`config.mk`:
```
export PLATFORM = sky130hd
export DESIGN_NAME = nmea_position_extractor
export DESIGN_NICKNAME = d
export VERILOG_FILES = /design/src/hw/rtl/npe_pkg.sv /design/src/hw/rtl/npe_front.sv /design/src/hw/rtl/npe_queue.sv /design/src/hw/rtl/npe_conv.sv /design/src/hw/rtl/nmea_position_extractor.sv
export SDC_FILE = /design/constraint.sdc
export NUM_CORES = 2
export LEC_CHECK = 0
export ABC_AREA = 1
export ABC_CLOCK_PERIOD_IN_PS = 15300
export BUFFER_PORTS_ARGS = -buffer_cell sky130_fd_sc_hd__buf_4
export CAP_MARGIN = 0
export CORE_MARGIN = 2
export CORE_UTILIZATION = 45
export DETAILED_ROUTE_END_ITERATION = 6
export MAX_ROUTING_LAYER = met4
export PLACE_DENSITY = 0.58
export SYNTH_ARGS = -nofsm -noshare
export SYNTH_HDL_FRONTEND = slang
export SYNTH_SLANG_ARGS = --single-unit
```
`constraint.sdc`:
```
create_clock -name clock -period 15.3 [get_ports clock]
set_input_delay 1.53 -clock clock [delete_from_list [all_inputs] [get_ports clock]]
set_output_delay 1.53 -clock clock [all_outputs]
set_load 0.01 [all_outputs]
```
`src/hw/rtl/npe_pkg.sv`:
```
`timescale 1ns / 1ps
// ---------------------------------------------------------------------------
// npe_pkg
// Shared constants, types and helper functions of the NMEA position
// extractor: character codes, header tables, fixed widths and the
// constant-divide factors used by the conversion pipeline.
// ---------------------------------------------------------------------------
package npe_pkg;

   // Defaults of the top-level parameters
   localparam int MAX_FIELDS_DEF      = 15;
   localparam int FRACTION_DIGITS_DEF = 5;

   // Characters
   localparam logic [7:0] CHAR_CR     = 8'h0D;
   localparam logic [7:0] CHAR_LF     = 8'h0A;
   localparam logic [7:0] CHAR_COMMA  = 8'h2C;
   localparam logic [7:0] CHAR_DOT    = 8'h2E;
   localparam logic [7:0] CHAR_ZERO   = 8'h30;
   localparam logic [7:0] CHAR_NINE   = 8'h39;
   localparam logic [7:0] CHAR_SOUTH  = 8'h53;
   localparam logic [7:0] CHAR_WEST   = 8'h57;

   // Header matching
   localparam int HDR_LEN = 6;
   localparam int HDR_W   = 3;

   // Sentence kinds and first position field of each
   localparam logic KIND_GGA = 1'b0;
   localparam logic KIND_RMC = 1'b1;
   localparam int   BASE_GGA = 2;
   localparam int   BASE_RMC = 3;

   // Field roles counted from the first position field
   localparam int ROLE_LAT      = 0;
   localparam int ROLE_LAT_HEMI = 1;
   localparam int ROLE_LON      = 2;
   localparam int ROLE_LON_HEMI = 3;

   // Integer parts (ddmm / dddmm) and their saturation points
   localparam int INT_W       = 15;
   localparam int LAT_INT_W   = 14;
   localparam int LAT_INT_MAX = 16383;
   localparam int LON_INT_MAX = 32767;

   // Result widths and limits
   localparam int LAT_W     = 28;
   localparam int LON_W     = 29;
   localparam int LAT_LIMIT = 90000000;
   localparam int LON_LIMIT = 180000000;
   localparam int RSP_DATA_W = 64;

   // Conversion datapath widths
   localparam int POW_W   = 20;    // holds 10^6
   localparam int DEG_W   = 9;     // degrees up to 327
   localparam int REM_W   = 7;     // minutes 0..99
   localparam int NUM_W   = 27;    // scaled minutes below 1.35e8
   localparam int QUOT_W  = 21;    // minutes in microdegrees
   localparam int MICRO_W = 30;
   localparam int MICRO_DIGITS  = 6;
   localparam int MICRO_PER_DEG = 1000000;
   localparam int ROUND_HALF    = 30;

   // x/100 as (x * 5243) >> 19, exact for x below 32768
   localparam int DIV100_MUL   = 5243;
   localparam int DIV100_MUL_W = 13;
   localparam int DIV100_SHIFT = 19;
   localparam int HUNDRED      = 100;

   // x/60 as (x * 286331154) >> 34, exact for x below 1.35e8
   localparam longint DIV60_MUL = 64'd286331154;
   localparam int DIV60_MUL_W   = 29;
   localparam int DIV60_SHIFT   = 34;

   // Queue between parser and converter
   localparam int QUEUE_DEPTH = 2;

   // Coordinate number phase
   typedef enum logic [1:0] {
      PH_INT,
      PH_FRAC,
      PH_DONE
   } coord_phase_type;

   // Sideband that travels with a position through the converter
   typedef struct packed {
      logic [1:0] neg;     // bit0 south, bit1 west
      logic       kind;
   } side_type;

   // Expected header bytes
   function automatic logic [7:0] hdr_gga_char(input logic [HDR_W-1:0] idx);
      logic [7:0] c;
      unique case (idx)
         3'd0:    c = 8'h24;   // $
         3'd1:    c = 8'h47;   // G
         3'd2:    c = 8'h50;   // P
         3'd3:    c = 8'h47;   // G
         3'd4:    c = 8'h47;   // G
         3'd5:    c = 8'h41;   // A
         default: c = 8'h00;
      endcase
      return c;
   endfunction

   function automatic logic [7:0] hdr_rmc_char(input logic [HDR_W-1:0] idx);
      logic [7:0] c;
      unique case (idx)
         3'd0:    c = 8'h24;   // $
         3'd1:    c = 8'h47;   // G
         3'd2:    c = 8'h50;   // P
         3'd3:    c = 8'h52;   // R
         3'd4:    c = 8'h4D;   // M
         3'd5:    c = 8'h43;   // C
         default: c = 8'h00;
      endcase
      return c;
   endfunction

   // Powers of ten up to 10^6
   function automatic logic [POW_W-1:0] pow10(input logic [2:0] n);
      logic [POW_W-1:0] p;
      unique case (n)
         3'd0:    p = POW_W'(1);
         3'd1:    p = POW_W'(10);
         3'd2:    p = POW_W'(100);
         3'd3:    p = POW_W'(1000);
         3'd4:    p = POW_W'(10000);
         3'd5:    p = POW_W'(100000);
         3'd6:    p = POW_W'(1000000);
         default: p = POW_W'(0);
      endcase
      return p;
   endfunction

endpackage

```
`src/hw/rtl/npe_front.sv`:
```
`timescale 1ns / 1ps
// ---------------------------------------------------------------------------
// npe_front
// Line parser: matches the sentence header, counts fields, gathers the
// latitude/longitude digits and hemisphere letters, and at line end hands a
// complete position to the conversion queue.
// ---------------------------------------------------------------------------
module npe_front
   import npe_pkg::*;
#(
   parameter int MAX_FIELDS      = MAX_FIELDS_DEF,
   parameter int FRACTION_DIGITS = FRACTION_DIGITS_DEF,
   parameter int FRAC_W          = $clog2(10 ** FRACTION_DIGITS),
   parameter int JOB_W           = 2 * INT_W + 2 * FRAC_W + 3
) (
   input  logic             clock,
   input  logic             reset,
   input  logic             in_fire,
   input  logic [7:0]       in_byte,
   output logic             push_valid,
   output logic [JOB_W-1:0] push_data
);

   localparam int FIELD_W = $clog2(MAX_FIELDS + 1);
   localparam int CNT_W   = $clog2(FRACTION_DIGITS + 1);
   localparam int PAD_W   = FRAC_W + POW_W;
   localparam int SUM_W   = INT_W + 4;

   logic [HDR_W-1:0]     hdr_prog_ff,  hdr_prog_in;
   logic [1:0]           kind_ok_ff,   kind_ok_in;
   logic [FIELD_W-1:0]   field_ff,     field_in;
   logic [LAT_INT_W-1:0] lat_int_ff,   lat_int_in;
   logic [FRAC_W-1:0]    lat_frac_ff,  lat_frac_in;
   logic [INT_W-1:0]     lon_int_ff,   lon_int_in;
   logic [FRAC_W-1:0]    lon_frac_ff,  lon_frac_in;
   logic [CNT_W-1:0]     frac_cnt_ff,  frac_cnt_in;
   logic [1:0]           hemi_ff,      hemi_in;
   logic [3:0]           present_ff,   present_in;
   coord_phase_type      phase_ff,     phase_in;

   logic               is_eol, is_comma, is_dot, is_digit;
   logic [3:0]         digit;
   logic               hdr_done, kind, in_body, active, coord_byte, sel_lon;
   logic [FIELD_W-1:0] base, role;
   logic               take_int, take_frac;
   logic [INT_W-1:0]   cur_int, int_max, int_new;
   logic [SUM_W-1:0]   int_sum;
   logic [FRAC_W-1:0]  cur_frac, frac_new, pad_src, pad_val;
   logic [POW_W-1:0]   pad_mul;
   logic [PAD_W-1:0]   pad_prod;

   // Byte classes
   assign is_eol   = (in_byte == CHAR_CR) || (in_byte == CHAR_LF);
   assign is_comma = (in_byte == CHAR_COMMA);
   assign is_dot   = (in_byte == CHAR_DOT);
   assign is_digit = (in_byte >= CHAR_ZERO) && (in_byte <= CHAR_NINE);
   assign digit    = 4'(in_byte - CHAR_ZERO);

   // Position in the line
   assign hdr_done   = (hdr_prog_ff == HDR_W'(HDR_LEN));
   assign kind       = kind_ok_ff[1];
   assign base       = kind ? FIELD_W'(BASE_RMC) : FIELD_W'(BASE_GGA);
   assign in_body    = (field_ff >= base);
   assign role       = field_ff - base;
   assign active     = in_fire && !is_eol && (kind_ok_ff != 2'b00) && hdr_done;
   assign sel_lon    = (role == FIELD_W'(ROLE_LON));
   assign coord_byte = active && !is_comma && in_body &&
                       ((role == FIELD_W'(ROLE_LAT)) || sel_lon);

   // Coordinate phase: next state
   always_comb begin
      phase_in = phase_ff;
      if (in_fire && is_eol) begin
         phase_in = PH_INT;
      end else if (active && is_comma) begin
         phase_in = PH_INT;
      end else if (coord_byte) begin
         unique case (phase_ff)
            PH_INT: begin
               if (is_digit) phase_in = PH_INT;
               else if (is_dot) phase_in = PH_FRAC;
               else phase_in = PH_DONE;
            end
            PH_FRAC: begin
               if (!is_digit) phase_in = PH_DONE;
            end
            PH_DONE: phase_in = PH_DONE;
            default: phase_in = PH_DONE;
         endcase
      end
   end

   // Coordinate phase: digit actions
   always_comb begin
      take_int  = 1'b0;
      take_frac = 1'b0;
      unique case (phase_ff)
         PH_INT:  take_int  = coord_byte && is_digit;
         PH_FRAC: take_frac = coord_byte && is_digit &&
                              (frac_cnt_ff < CNT_W'(FRACTION_DIGITS));
         PH_DONE: ;
         default: ;
      endcase
   end

   // Digit accumulation for the selected coordinate
   assign cur_int  = sel_lon ? lon_int_ff : INT_W'(lat_int_ff);
   assign int_max  = sel_lon ? INT_W'(LON_INT_MAX) : INT_W'(LAT_INT_MAX);
   assign int_sum  = SUM_W'(cur_int) * SUM_W'(10) + SUM_W'(digit);
   assign int_new  = (int_sum > SUM_W'(int_max)) ? int_max : int_sum[INT_W-1:0];
   assign cur_frac = sel_lon ? lon_frac_ff : lat_frac_ff;
   assign frac_new = FRAC_W'(cur_frac * FRAC_W'(10) + FRAC_W'(digit));

   // Zero padding of a fraction when its field closes
   assign pad_src  = (field_ff == base) ? lat_frac_ff : lon_frac_ff;
   assign pad_mul  = pow10(3'(FRACTION_DIGITS - int'(frac_cnt_ff)));
   assign pad_prod = PAD_W'(pad_src) * PAD_W'(pad_mul);
   assign pad_val  = pad_prod[FRAC_W-1:0];

   // Parser state update
   always_comb begin
      hdr_prog_in = hdr_prog_ff;
      kind_ok_in  = kind_ok_ff;
      field_in    = field_ff;
      lat_int_in  = lat_int_ff;
      lat_frac_in = lat_frac_ff;
      lon_int_in  = lon_int_ff;
      lon_frac_in = lon_frac_ff;
      frac_cnt_in = frac_cnt_ff;
      hemi_in     = hemi_ff;
      present_in  = present_ff;
      push_valid  = 1'b0;
      if (in_fire) begin
         if (is_eol) begin
            push_valid  = hdr_done && (kind_ok_ff != 2'b00) && (present_ff == 4'hF);
            hdr_prog_in = '0;
            kind_ok_in  = 2'b11;
            field_in    = '0;
            lat_int_in  = '0;
            lat_frac_in = '0;
            lon_int_in  = '0;
            lon_frac_in = '0;
            frac_cnt_in = '0;
            hemi_in     = '0;
            present_in  = '0;
         end else if (kind_ok_ff != 2'b00) begin
            if (!hdr_done) begin
               if (in_byte != hdr_gga_char(hdr_prog_ff)) kind_ok_in[0] = 1'b0;
               if (in_byte != hdr_rmc_char(hdr_prog_ff)) kind_ok_in[1] = 1'b0;
               hdr_prog_in = hdr_prog_ff + HDR_W'(1);
            end else if (is_comma) begin
               if (field_ff == base) begin
                  lat_frac_in = pad_val;
               end else if (field_ff == base + FIELD_W'(2)) begin
                  lon_frac_in = pad_val;
               end
               if (field_ff < FIELD_W'(MAX_FIELDS)) field_in = field_ff + FIELD_W'(1);
               frac_cnt_in = '0;
            end else if (in_body) begin
               case (role)
                  FIELD_W'(ROLE_LAT): begin
                     present_in[0] = 1'b1;
                     if (take_int) lat_int_in = int_new[LAT_INT_W-1:0];
                     if (take_frac) begin
                        lat_frac_in = frac_new;
                        frac_cnt_in = frac_cnt_ff + CNT_W'(1);
                     end
                  end
                  FIELD_W'(ROLE_LAT_HEMI): begin
                     if (!present_ff[1]) begin
                        present_in[1] = 1'b1;
                        if (in_byte == CHAR_SOUTH) hemi_in[0] = 1'b1;
                     end
                  end
                  FIELD_W'(ROLE_LON): begin
                     present_in[2] = 1'b1;
                     if (take_int) lon_int_in = int_new;
                     if (take_frac) begin
                        lon_frac_in = frac_new;
                        frac_cnt_in = frac_cnt_ff + CNT_W'(1);
                     end
                  end
                  FIELD_W'(ROLE_LON_HEMI): begin
                     if (!present_ff[3]) begin
                        present_in[3] = 1'b1;
                        if (in_byte == CHAR_WEST) hemi_in[1] = 1'b1;
                     end
                  end
                  default: ;
               endcase
            end
         end
      end
   end

   // Position handed to the converter; top bits follow side_type (neg, kind)
   assign push_data = {hemi_ff, kind, lon_frac_ff, lon_int_ff,
                       lat_frac_ff, INT_W'(lat_int_ff)};

   always_ff @(posedge clock) begin
      if (reset) begin
         hdr_prog_ff <= '0;
         kind_ok_ff  <= 2'b11;
         field_ff    <= '0;
         lat_int_ff  <= '0;
         lat_frac_ff <= '0;
         lon_int_ff  <= '0;
         lon_frac_ff <= '0;
         frac_cnt_ff <= '0;
         hemi_ff     <= '0;
         present_ff  <= '0;
         phase_ff    <= PH_INT;
      end else begin
         hdr_prog_ff <= hdr_prog_in;
         kind_ok_ff  <= kind_ok_in;
         field_ff    <= field_in;
         lat_int_ff  <= lat_int_in;
         lat_frac_ff <= lat_frac_in;
         lon_int_ff  <= lon_int_in;
         lon_frac_ff <= lon_frac_in;
         frac_cnt_ff <= frac_cnt_in;
         hemi_ff     <= hemi_in;
         present_ff  <= present_in;
         phase_ff    <= phase_in;
      end
   end

   // Header bytes 3..5 differ between the kinds, so both cannot survive
   assert property (@(posedge clock) disable iff (reset)
      (hdr_prog_ff >= HDR_W'(4)) |-> (kind_ok_ff != 2'b11))
      else $error("npe_front: both sentence kinds matched past byte 3");

   // Header counter stops at its length
   assert property (@(posedge clock) disable iff (reset)
      hdr_prog_ff <= HDR_W'(HDR_LEN))
      else $error("npe_front: header progress overran");

endmodule

```
`src/hw/rtl/npe_queue.sv`:
```
`timescale 1ns / 1ps
// ---------------------------------------------------------------------------
// npe_queue
// Short first-in first-out queue that decouples the line parser from the
// conversion pipeline.
// ---------------------------------------------------------------------------
module npe_queue
   import npe_pkg::*;
#(
   parameter int DATA_W = 1
) (
   input  logic              clock,
   input  logic              reset,
   input  logic              push,
   input  logic [DATA_W-1:0] push_data,
   output logic              full,
   input  logic              pop,
   output logic              not_empty,
   output logic [DATA_W-1:0] head_data
);

   localparam int PTR_W = $clog2(QUEUE_DEPTH);
   localparam int CNT_W = $clog2(QUEUE_DEPTH + 1);

   logic [DATA_W-1:0] slot_ff [QUEUE_DEPTH];
   logic [PTR_W-1:0]  wr_ptr_ff, wr_ptr_in;
   logic [PTR_W-1:0]  rd_ptr_ff, rd_ptr_in;
   logic [CNT_W-1:0]  count_ff,  count_in;
   logic              do_push, do_pop;

   assign full      = (count_ff == CNT_W'(QUEUE_DEPTH));
   assign not_empty = (count_ff != '0);
   assign head_data = slot_ff[rd_ptr_ff];
   assign do_push   = push && !full;
   assign do_pop    = pop && not_empty;

   // Pointer and fill count update
   always_comb begin
      wr_ptr_in = wr_ptr_ff;
      rd_ptr_in = rd_ptr_ff;
      count_in  = count_ff;
      if (do_push) begin
         wr_ptr_in = (wr_ptr_ff == PTR_W'(QUEUE_DEPTH - 1)) ? '0 : wr_ptr_ff + PTR_W'(1);
      end
      if (do_pop) begin
         rd_ptr_in = (rd_ptr_ff == PTR_W'(QUEUE_DEPTH - 1)) ? '0 : rd_ptr_ff + PTR_W'(1);
      end
      if (do_push && !do_pop) count_in = count_ff + CNT_W'(1);
      else if (!do_push && do_pop) count_in = count_ff - CNT_W'(1);
   end

   always_ff @(posedge clock) begin
      if (reset) begin
         wr_ptr_ff <= '0;
         rd_ptr_ff <= '0;
         count_ff  <= '0;
      end else begin
         wr_ptr_ff <= wr_ptr_in;
         rd_ptr_ff <= rd_ptr_in;
         count_ff  <= count_in;
      end
   end

   // Storage
   always_ff @(posedge clock) begin
      if (do_push) slot_ff[wr_ptr_ff] <= push_data;
   end

   // The parser only offers an item while there is room
   assert property (@(posedge clock) disable iff (reset)
      push |-> !full)
      else $error("npe_queue: push into full queue");

   // Fill count follows pushes and pops
   assert property (@(posedge clock) disable iff (reset)
      (do_push && !do_pop) |=> (count_ff == $past(count_ff) + CNT_W'(1)))
      else $error("npe_queue: fill count lost a push");

endmodule

```
`src/hw/rtl/npe_conv.sv`:
```
`timescale 1ns / 1ps
// ---------------------------------------------------------------------------
// npe_conv
// Conversion pipeline: ddmm.mmmm to signed microdegrees, one lane for the
// latitude and one for the longitude, constant multiplies only, with an
// output register toward the result channel.
// ---------------------------------------------------------------------------
module npe_conv
   import npe_pkg::*;
#(
   parameter int FRACTION_DIGITS = FRACTION_DIGITS_DEF,
   parameter int FRAC_W          = $clog2(10 ** FRACTION_DIGITS),
   parameter int JOB_W           = 2 * INT_W + 2 * FRAC_W + 3
) (
   input  logic             clock,
   input  logic             reset,
   input  logic             job_valid,
   input  logic [JOB_W-1:0] job_data,
   output logic             job_pop,
   output logic             out_valid,
   input  logic             out_ready,
   output logic [LAT_W-1:0] out_lat,
   output logic [LON_W-1:0] out_lon,
   output logic             out_kind
);

   localparam int STAGES = 6;
   localparam int LANE_W = INT_W + FRAC_W;
   localparam int D100_W = INT_W + DIV100_MUL_W;
   localparam int D60_W  = NUM_W + DIV60_MUL_W;
   localparam logic [POW_W-1:0] SCALE = pow10(3'(FRACTION_DIGITS));
   localparam logic [POW_W-1:0] TO_MICRO = pow10(3'(MICRO_DIGITS - FRACTION_DIGITS));

   logic                    adv;
   logic [STAGES-1:0]       stg_valid_ff;
   side_type                side_ff [STAGES];
   side_type                job_side;
   logic                    out_valid_ff;
   side_type                out_side_ff;
   logic [MICRO_W-1:0]      res_ff [2];

   // The whole pipeline moves unless the result register is held
   assign adv       = !out_valid_ff || out_ready;
   assign job_pop   = adv && job_valid;
   assign job_side  = job_data[2*LANE_W +: 3];

   // Valid bits and sideband
   always_ff @(posedge clock) begin
      if (reset) begin
         stg_valid_ff <= '0;
         out_valid_ff <= 1'b0;
      end else if (adv) begin
         stg_valid_ff <= {stg_valid_ff[STAGES-2:0], job_valid};
         out_valid_ff <= stg_valid_ff[STAGES-1];
      end
   end

   always_ff @(posedge clock) begin
      if (adv) begin
         side_ff[0] <= job_side;
         for (int s = 1; s < STAGES; s++) side_ff[s] <= side_ff[s-1];
         out_side_ff <= side_ff[STAGES-1];
      end
   end

   // Two coordinate lanes
   for (genvar ln = 0; ln < 2; ln++) begin : g_lane
      localparam logic [MICRO_W-1:0] LIMIT =
         (ln == 0) ? MICRO_W'(LAT_LIMIT) : MICRO_W'(LON_LIMIT);

      logic [INT_W-1:0]   src_int;
      logic [FRAC_W-1:0]  src_frac;
      logic [D100_W-1:0]  d100_prod;
      logic [INT_W-1:0]   hund, rem_full;
      logic [D60_W-1:0]   d60_prod;
      logic [MICRO_W-1:0] sat, mag_neg;

      logic [DEG_W-1:0]   deg1_ff, deg2_ff, deg3_ff, deg4_ff, deg5_ff;
      logic [INT_W-1:0]   int1_ff;
      logic [FRAC_W-1:0]  frac1_ff, frac2_ff;
      logic [REM_W-1:0]   rem2_ff;
      logic [NUM_W-1:0]   num3_ff, m4_ff;
      logic [QUOT_W-1:0]  q5_ff;
      logic [MICRO_W-1:0] u6_ff;

      assign src_int  = job_data[ln*LANE_W +: INT_W];
      assign src_frac = job_data[ln*LANE_W + INT_W +: FRAC_W];

      // Degrees by reciprocal multiply
      assign d100_prod = D100_W'(src_int) * D100_W'(DIV100_MUL);
      // Minutes left after the degrees
      assign hund      = INT_W'(deg1_ff) * INT_W'(HUNDRED);
      assign rem_full  = int1_ff - hund;
      // Rounded divide by 60 by reciprocal multiply
      assign d60_prod  = D60_W'(m4_ff) * D60_W'(DIV60_MUL);
      // Saturate and apply hemisphere
      assign sat       = (u6_ff > LIMIT) ? LIMIT : u6_ff;
      assign mag_neg   = side_ff[STAGES-1].neg[ln] ? MICRO_W'(0) - sat : sat;

      always_ff @(posedge clock) begin
         if (adv) begin
            deg1_ff  <= d100_prod[DIV100_SHIFT +: DEG_W];
            int1_ff  <= src_int;
            frac1_ff <= src_frac;

            deg2_ff  <= deg1_ff;
            rem2_ff  <= rem_full[REM_W-1:0];
            frac2_ff <= frac1_ff;

            deg3_ff  <= deg2_ff;
            num3_ff  <= NUM_W'(rem2_ff) * NUM_W'(SCALE) + NUM_W'(frac2_ff);

            deg4_ff  <= deg3_ff;
            m4_ff    <= NUM_W'(num3_ff * NUM_W'(TO_MICRO)) + NUM_W'(ROUND_HALF);

            deg5_ff  <= deg4_ff;
            q5_ff    <= d60_prod[DIV60_SHIFT +: QUOT_W];

            u6_ff    <= MICRO_W'(deg5_ff) * MICRO_W'(MICRO_PER_DEG) + MICRO_W'(q5_ff);

            res_ff[ln] <= mag_neg;
         end
      end
   end

   assign out_valid = out_valid_ff;
   assign out_lat   = res_ff[0][LAT_W-1:0];
   assign out_lon   = res_ff[1][LON_W-1:0];
   assign out_kind  = out_side_ff.kind;

   // Latitude stays within +-90 degrees
   assert property (@(posedge clock) disable iff (reset)
      out_valid_ff |-> (($signed(out_lat) >= -LAT_LIMIT) && ($signed(out_lat) <= LAT_LIMIT)))
      else $error("npe_conv: latitude out of range");

   // Longitude stays within +-180 degrees
   assert property (@(posedge clock) disable iff (reset)
      out_valid_ff |-> (($signed(out_lon) >= -LON_LIMIT) && ($signed(out_lon) <= LON_LIMIT)))
      else $error("npe_conv: longitude out of range");

endmodule

```
`src/hw/rtl/nmea_position_extractor.sv`:
```
`timescale 1ns / 1ps
// ---------------------------------------------------------------------------
// nmea_position_extractor
// Extracts latitude and longitude from $GPGGA / $GPRMC sentences of an NMEA
// byte stream and reports them in signed microdegrees.
//
//   channel  dir  handshake            payload
//   req_     in   req_tvalid/tready    tdata[7:0]  rx_byte
//   rsp_     out  rsp_tvalid/tready    tdata[27:0] latitude_microdeg,
//                                      tdata[56:28] longitude_microdeg,
//                                      tuser[0] sentence_kind
//
// One byte is taken per clock cycle while req_tready is high; the parser
// updates its line state in that cycle and writes a finished position into
// the two-entry queue at the edge that takes the line end. The position is
// then offered at rsp_ after the queue, six converter stages and the result
// register. Reset clears all control state. req_tready drops only while the
// queue is full, i.e. when results back up at rsp_.
// ---------------------------------------------------------------------------
module nmea_position_extractor
   import npe_pkg::*;
#(
   parameter int MAX_FIELDS      = MAX_FIELDS_DEF,
   parameter int FRACTION_DIGITS = FRACTION_DIGITS_DEF
) (
   input  logic                  clock,
   input  logic                  reset,
   input  logic                  req_tvalid,
   output logic                  req_tready,
   input  logic [7:0]            req_tdata,   // [7:0] rx_byte
   output logic                  rsp_tvalid,
   input  logic                  rsp_tready,
   output logic [RSP_DATA_W-1:0] rsp_tdata,   // [27:0] latitude, [56:28] longitude
   output logic [0:0]            rsp_tuser    // [0] sentence kind
);

   localparam int FRAC_W = $clog2(10 ** FRACTION_DIGITS);
   localparam int JOB_W  = 2 * INT_W + 2 * FRAC_W + 3;
   localparam int PAD_W  = RSP_DATA_W - LAT_W - LON_W;

   logic             in_fire;
   logic             push_valid, queue_full;
   logic [JOB_W-1:0] push_data, head_data;
   logic             job_valid, job_pop;
   logic [LAT_W-1:0] lat;
   logic [LON_W-1:0] lon;
   logic             kind;

   assign req_tready = !queue_full;
   assign in_fire    = req_tvalid && req_tready;

   npe_front #(
      .MAX_FIELDS      (MAX_FIELDS),
      .FRACTION_DIGITS (FRACTION_DIGITS),
      .FRAC_W          (FRAC_W),
      .JOB_W           (JOB_W)
   ) u_front (
      .clock      (clock),
      .reset      (reset),
      .in_fire    (in_fire),
      .in_byte    (req_tdata),
      .push_valid (push_valid),
      .push_data  (push_data)
   );

   npe_queue #(
      .DATA_W (JOB_W)
   ) u_queue (
      .clock     (clock),
      .reset     (reset),
      .push      (push_valid),
      .push_data (push_data),
      .full      (queue_full),
      .pop       (job_pop),
      .not_empty (job_valid),
      .head_data (head_data)
   );

   npe_conv #(
      .FRACTION_DIGITS (FRACTION_DIGITS),
      .FRAC_W          (FRAC_W),
      .JOB_W           (JOB_W)
   ) u_conv (
      .clock     (clock),
      .reset     (reset),
      .job_valid (job_valid),
      .job_data  (head_data),
      .job_pop   (job_pop),
      .out_valid (rsp_tvalid),
      .out_ready (rsp_tready),
      .out_lat   (lat),
      .out_lon   (lon),
      .out_kind  (kind)
   );

   assign rsp_tdata = {PAD_W'(0), lon, lat};
   assign rsp_tuser = kind;

endmodule
```
* Yosys cells after proc, flatten, opt, wreduce, memory -nomap -nowiden
Memory sizes are Yosys's and may differ from the RTL's. A register that Yosys moved wholly into a read port is not among the register bits.
Index checks and enable logic that the tools add are counted.
** Storage, ports and cells
- Bits of input ports :: 12
- Bits in registers :: 491
- Logic and storage cells :: 315
- Memories kept :: 3
- Bits in writable memories :: 210
** Memory list
- u_queue.slot_ff :: words 2, width 66, read ports 1, clocked after memory_dff 1, wr ports 1, line npe_queue.sv:25 : logic [DATA_W-1:0] slot_ff [QUEUE_DEPTH];
- u_conv.res_ff :: words 2, width 30, read ports 2, clocked after memory_dff 0, wr ports 2, line npe_conv.sv:40 : logic [MICRO_W-1:0] res_ff [2];
- u_conv.side_ff :: words 6, width 3, read ports 6, clocked after memory_dff 0, wr ports 6, line npe_conv.sv:36 : side_type side_ff [STAGES];
** Operators by class
- Reduce and logical (&&, ||, !) cells :: 73
- $mul :: 15
- Equal/unequal tests :: 36
- Add/subtract/negate cells :: 23
- Magnitude comparators :: 8
- Mux-type cells :: 109
** Operators with widths (count)
- $mux 17 :: 18
- $mux 15 :: 10
- $pmux 20 s7 :: 1
- $mux 30 :: 4
- $mul 27x28->54 const B :: 2
- $mux 14 :: 7
- $mux 8 :: 8
- $add 29x21->30 :: 2
- $sub 1x30->30 const A :: 2
- $mul 15x13->28 const B :: 2
- $add 27x5->27 const B :: 2
- $mul 27x3->26 const B :: 2
- $add 24x17->25 :: 2
- $mul 9x14->23 const B :: 2
- $pmux 7 s6 :: 1
- $mux 4 :: 10
- $mul 7x12->19 const B :: 2
- $reduce_bool 2->1 :: 17
- $gt 30x27->1 const B :: 1
- $gt 30x28->1 const B :: 1
- $mux 3 :: 10
- $reduce_and 6->1 :: 5
- $pmux 7 s4 :: 1
- $mux 2 :: 13
- 55 further kinds :: 139

* Longest topological paths before layout
- Word-level depth :: 19
- Mapped depth :: 41
- Mapped depth without buffers :: 39

* Hierarchy
From an unflattened synthesis, not the netlist that was laid out.
** Unflattened totals
- Cells, all modules :: 7849
- Area, all modules :: 69051.2 um^2
** Modules (own cells, without submodules)
- npe_conv :: cells an instance 5746, seq. area each 14133.6 um^2, area an instance 51854.7 um^2, times used 1
- npe_front :: cells an instance 1847, seq. area each 1661.6 um^2, area an instance 11939.0 um^2, times used 1
- npe_queue :: cells an instance 245, seq. area each 4124.0 um^2, area an instance 5187.5 um^2, times used 1
- nmea_position_extractor :: cells an instance 11, seq. area each 0.0 um^2, area an instance 70.1 um^2, times used 1

* Worst setup path before layout
No wires, ideal clock.
- Path kind :: input to register
- From :: in rsp_tready
- To :: reg u_conv.g_lane[0].deg1_ff[0], enable pin
- Stages on the path :: 2
- Path buffers :: 0
- Setup slack :: 3.806 ns
- Arrival :: 10.677 ns
- Cell sequence :: nor2_1 inv_1
** On the way
- Longest elaborated chain between the ends :: 1
** Ends and longest elaborated chain
- start, declared :: line nmea_position_extractor.sv:32 : input logic rsp_tready,
- $logic_or 1x1->1 :: line npe_conv.sv:43 : assign adv = !out_valid_ff || out_ready;
- end signal, assigned :: line npe_conv.sv:102 : deg1_ff <= d100_prod[DIV100_SHIFT +: DEG_W];
- end, declared :: line npe_conv.sv:78 : logic [DEG_W-1:0] deg1_ff, deg2_ff, deg3_ff, deg4_ff, deg5_ff;
Every way passes these cells.
A chain may end at the register's enable or synchronous reset.

* Worst setup path in the final report
- From :: reg u_front.frac_cnt_ff[1]
- To :: reg u_front.lat_frac_ff[15]
** On the way
- Longest elaborated chain between the ends :: 9
** Ends and longest elaborated chain
- start, declared :: line npe_front.sv:36 : logic [CNT_W-1:0] frac_cnt_ff, frac_cnt_in;
- start signal, assigned :: line npe_front.sv:221 : frac_cnt_ff <= frac_cnt_in;
- $sub 3x3->3 :: line npe_front.sv:116 : assign pad_mul = pow10(3'(FRACTION_DIGITS - int'(frac_cnt_ff)));
- $eq 3x3->1 (tied with other cells) :: line npe_pkg.sv:123 : unique case (n)
- $pmux 20 s7 :: line npe_pkg.sv:123
- $mul 17x20->17 :: line npe_front.sv:117 : assign pad_prod = PAD_W'(pad_src) * PAD_W'(pad_mul);
- $mux 17 :: line npe_front.sv:152 : if (field_ff == base) begin
- $mux 17 :: line npe_front.sv:151 : end else if (is_comma) begin
- $mux 17 :: line npe_front.sv:147 : if (!hdr_done) begin
- $mux 17 :: line npe_front.sv:146 : end else if (kind_ok_ff != 2'b00) begin
- $mux 17 :: line npe_front.sv:134 : if (is_eol) begin
- end signal, assigned :: line npe_front.sv:218 : lat_frac_ff <= lat_frac_in;
- end, declared :: line npe_front.sv:33 : logic [FRAC_W-1:0] lat_frac_ff, lat_frac_in;
Several ways; a longest one is shown, not always the timed one. The select of a mux whose other input is x is not followed.

==> metrics.yaml <==
drt:
  drtIter0Drc: 2218
  drc: 0
  final_antenna_net_count: 0
  dr.pass1.iters: 6
  num_vias: 47733
  viasPerCell: 5.06
  drt-wirelength-per-cell_microns: 15.9
  wirelength_microns: 150000
placed_design:
  portBuffers: 71
  dp_cells: 9286
  place_congestion: 0.944
  dp_worst_setup_slack_ns: 7.91
  hpwl_microns: 124000
floorplan:
  die_w_microns: 388
  start_util_pct: 45.2
  num_rows: 141
  io_pins: 79
  die_area_sq_um: 151000
  core_area_sq_um: 147000
  die_h_microns: 388
final_layout:
  multi_input_area_sq_um: 40700
  antenna_cells: 0
  drive_above_1_share_pct: 4.46
  seqCellArea_sq_um: 19900
  n_fill_cell: 14013
  syn_to_final_growth_pct: 8.29
  utilization_pct: 48.9
  final_cells: 9434
  finish.net_count: 8971
synthesis:
  synth_edf_count: 598
  synth_area_leaders: "edfxtp_1, ha_1, fa_1"
  yosys_register_bits: 693
  async_flop_share_pct: 0
  seq_area_frac_synth_pct: 29.9
  ys_top_cells_by_count: "inv_1, nand2_1, ha_1, edfxtp_1, nor2_1"
  yosysWarnings: 0
  syn_inst: 7334
  ys.flop_type: "edfxtp_1"
  syn_area_sq_um: 66500
  syn_area_per_cell_sq_um: 9.06
  ys_types: 74
  synthDominantCellAreaShare_pct: 27.0
  synth_top_area_cell: "edfxtp_1"
  post-synth-top-count-cell: "inv_1"
worst_setup_path:
  slowest_stage: "fa_1"
  required_ns: 15.89
  cpMostUsedCell: "nand2_1"
  worstPathArrival_ns: 7.93
  cp-end-kind: "flip-flop"
  cp-start-kind: "flip-flop"
  worstSetupPathType: "flip-flop to flip-flop"
  cp_top_family: "adder cells"
  crit_buf_inv: 8
  cp_max_fo: 7
  max_stage_delay_ns: 0.54
timing:
  fmax_mhz: 136
  finalSetupViolCount: 0
  clock_skew_ns: 0.0255
  period_needed_ns: 7.34
  worst_slack_ns: 7.96
  rsz0062_at_grt: "false"
  tightest_slew_ns: 1.17
  finalCritPeriodShare_pct: 48.0
  hold_viol: 0
  fin_tns_setup_ns: 0
  slew-limit-headroom_pct: 21.2
  maxSlewViolCount: 0
global_routing:
  grt.total_usage_pct: 20.7
  grt_pass1_wl_microns: 247000
  grt_max_degree: 186
  grt.busiest_layer: "met2"
  met3_usage_pct: 2.26
  use_met2_pct: 33.9
  overflow: 0
  antenna_found_initial: 1
  use_met1_pct: 28.0
  grt_pass1_vias: 47808
cts:
  cts.sinks: 693
  cts_buffers: 80
  root_buffer: "clkbuf_16"
  clk_latency_ns: 0.68
  cts_setup_buffers: 0
  cts_tree: "built"
  ctsHtreeMaxLevel: 3
  ctsResizeCount: 0
  clk_pin_slew_worst_paths_ns: 0.06
  postCtsHoldBufs: 0
  clock_path_buffers: 3
run:
  drv_cap: 0
status:
  status: "finished, final reports clean"
min_path:
  min_path_type: "flip-flop to flip-flop"
==> final cells by class <==
cell class                      instances  area share, %
Inverter                             1503           7.85
Sequential cell                       693           27.6
Clock buffer                          105           3.08
Clock inverter                         43          0.742
Timing Repair Buffer                   85          0.904
Multi-Input combinational cell       5075           56.5
Tap cell                             1930           3.35
==> routing by layer <==
metal | vias up | wire length [microns] | share of wire (%)
met5 | - | 0 | 0
met4 | 0 | 2620 | 1.7
met3 | 167 | 4670 | 3.1
met2 | 657 | 70100 | 47
met1 | 22638 | 72400 | 48
li1 | 24271 | - | -
==> cell families (layout without fill, tap and decap cells) <==
family | after synthesis | count (layout) | share of synthesized area [%]
compound gates | 963 | 963 | 8.11
xor+xnor | 344 | 344 | 4.53
fa+ha+maj | 1521 | 1521 | 33.9
buf+inv | 1572 | 1736 | 9.03
flops | 693 | 693 | 29.9
mux | 37 | 37 | 0.627
other cells | 1 | 7 | 0.00564
simple gates | 2203 | 2203 | 14.0
==> flip-flops by register name, indices dropped and copies added, names as in the netlist, 34 cells and up, named ones only <==
signal	flops
u_queue.slot_ff	132
u_conv.g_lane.q5_ff	42
u_conv.g_lane.num3_ff	50
u_conv.res_ff	57
u_conv.g_lane.frac1_ff	34
u_conv.g_lane.frac2_ff	34
u_conv.g_lane.u6_ff	60
u_conv.g_lane.m4_ff	52
==> path summary, 6_finish.rpt <==
kind / depth (start not counted) / slack (ns) / startpoint / endpoint
hold reg to reg: 0 / 0.41 / u_conv.g_lane[0].q5_ff[5] / u_conv.g_lane[0].u6_ff[5]
hold / removal: 0 / 0.41 / u_conv.g_lane[0].q5_ff[5] / u_conv.g_lane[0].u6_ff[5]
setup / recovery: 35 / 7.96 / u_front.frac_cnt_ff[1] / u_front.lat_frac_ff[15]
setup reg to reg: 35 / 7.96 / u_front.frac_cnt_ff[1] / u_front.lat_frac_ff[15]
==> placed cells by master (no fill, tap or decap), drive strengths merged, types with 95 or more instances in the layout <==
master	instances
a21oi	446
xnor2	107
fa	464
edfxtp	598
dfxtp	95
nand2	1199
nor2	518
inv	1503
nand4	101
ha	1057
nand3	241
xor2	237
o21ai	334
clkbuf	105
==> metrics by stage <==
stage,hold WS (ns),instance area [sq um]
floorplan,0.400,66500
global placement,0.400,69200
detailed placement,0.405,69200
CTS,0.411,72000
global route,0.418,72000
finish,0.411,72000
==> worst reg2reg max path, delay by kind of cell, from the launching register on <==
kind            cells  cell delay [ns]
simple gates       15             1.99
buf+inv             8             1.00
flops               1             0.35
fa+ha+maj           8             3.38
compound gates      4             0.52
Power is not shown: default switching activity piles up to over one toggle a cycle in this logic, so the estimate is an artifact.
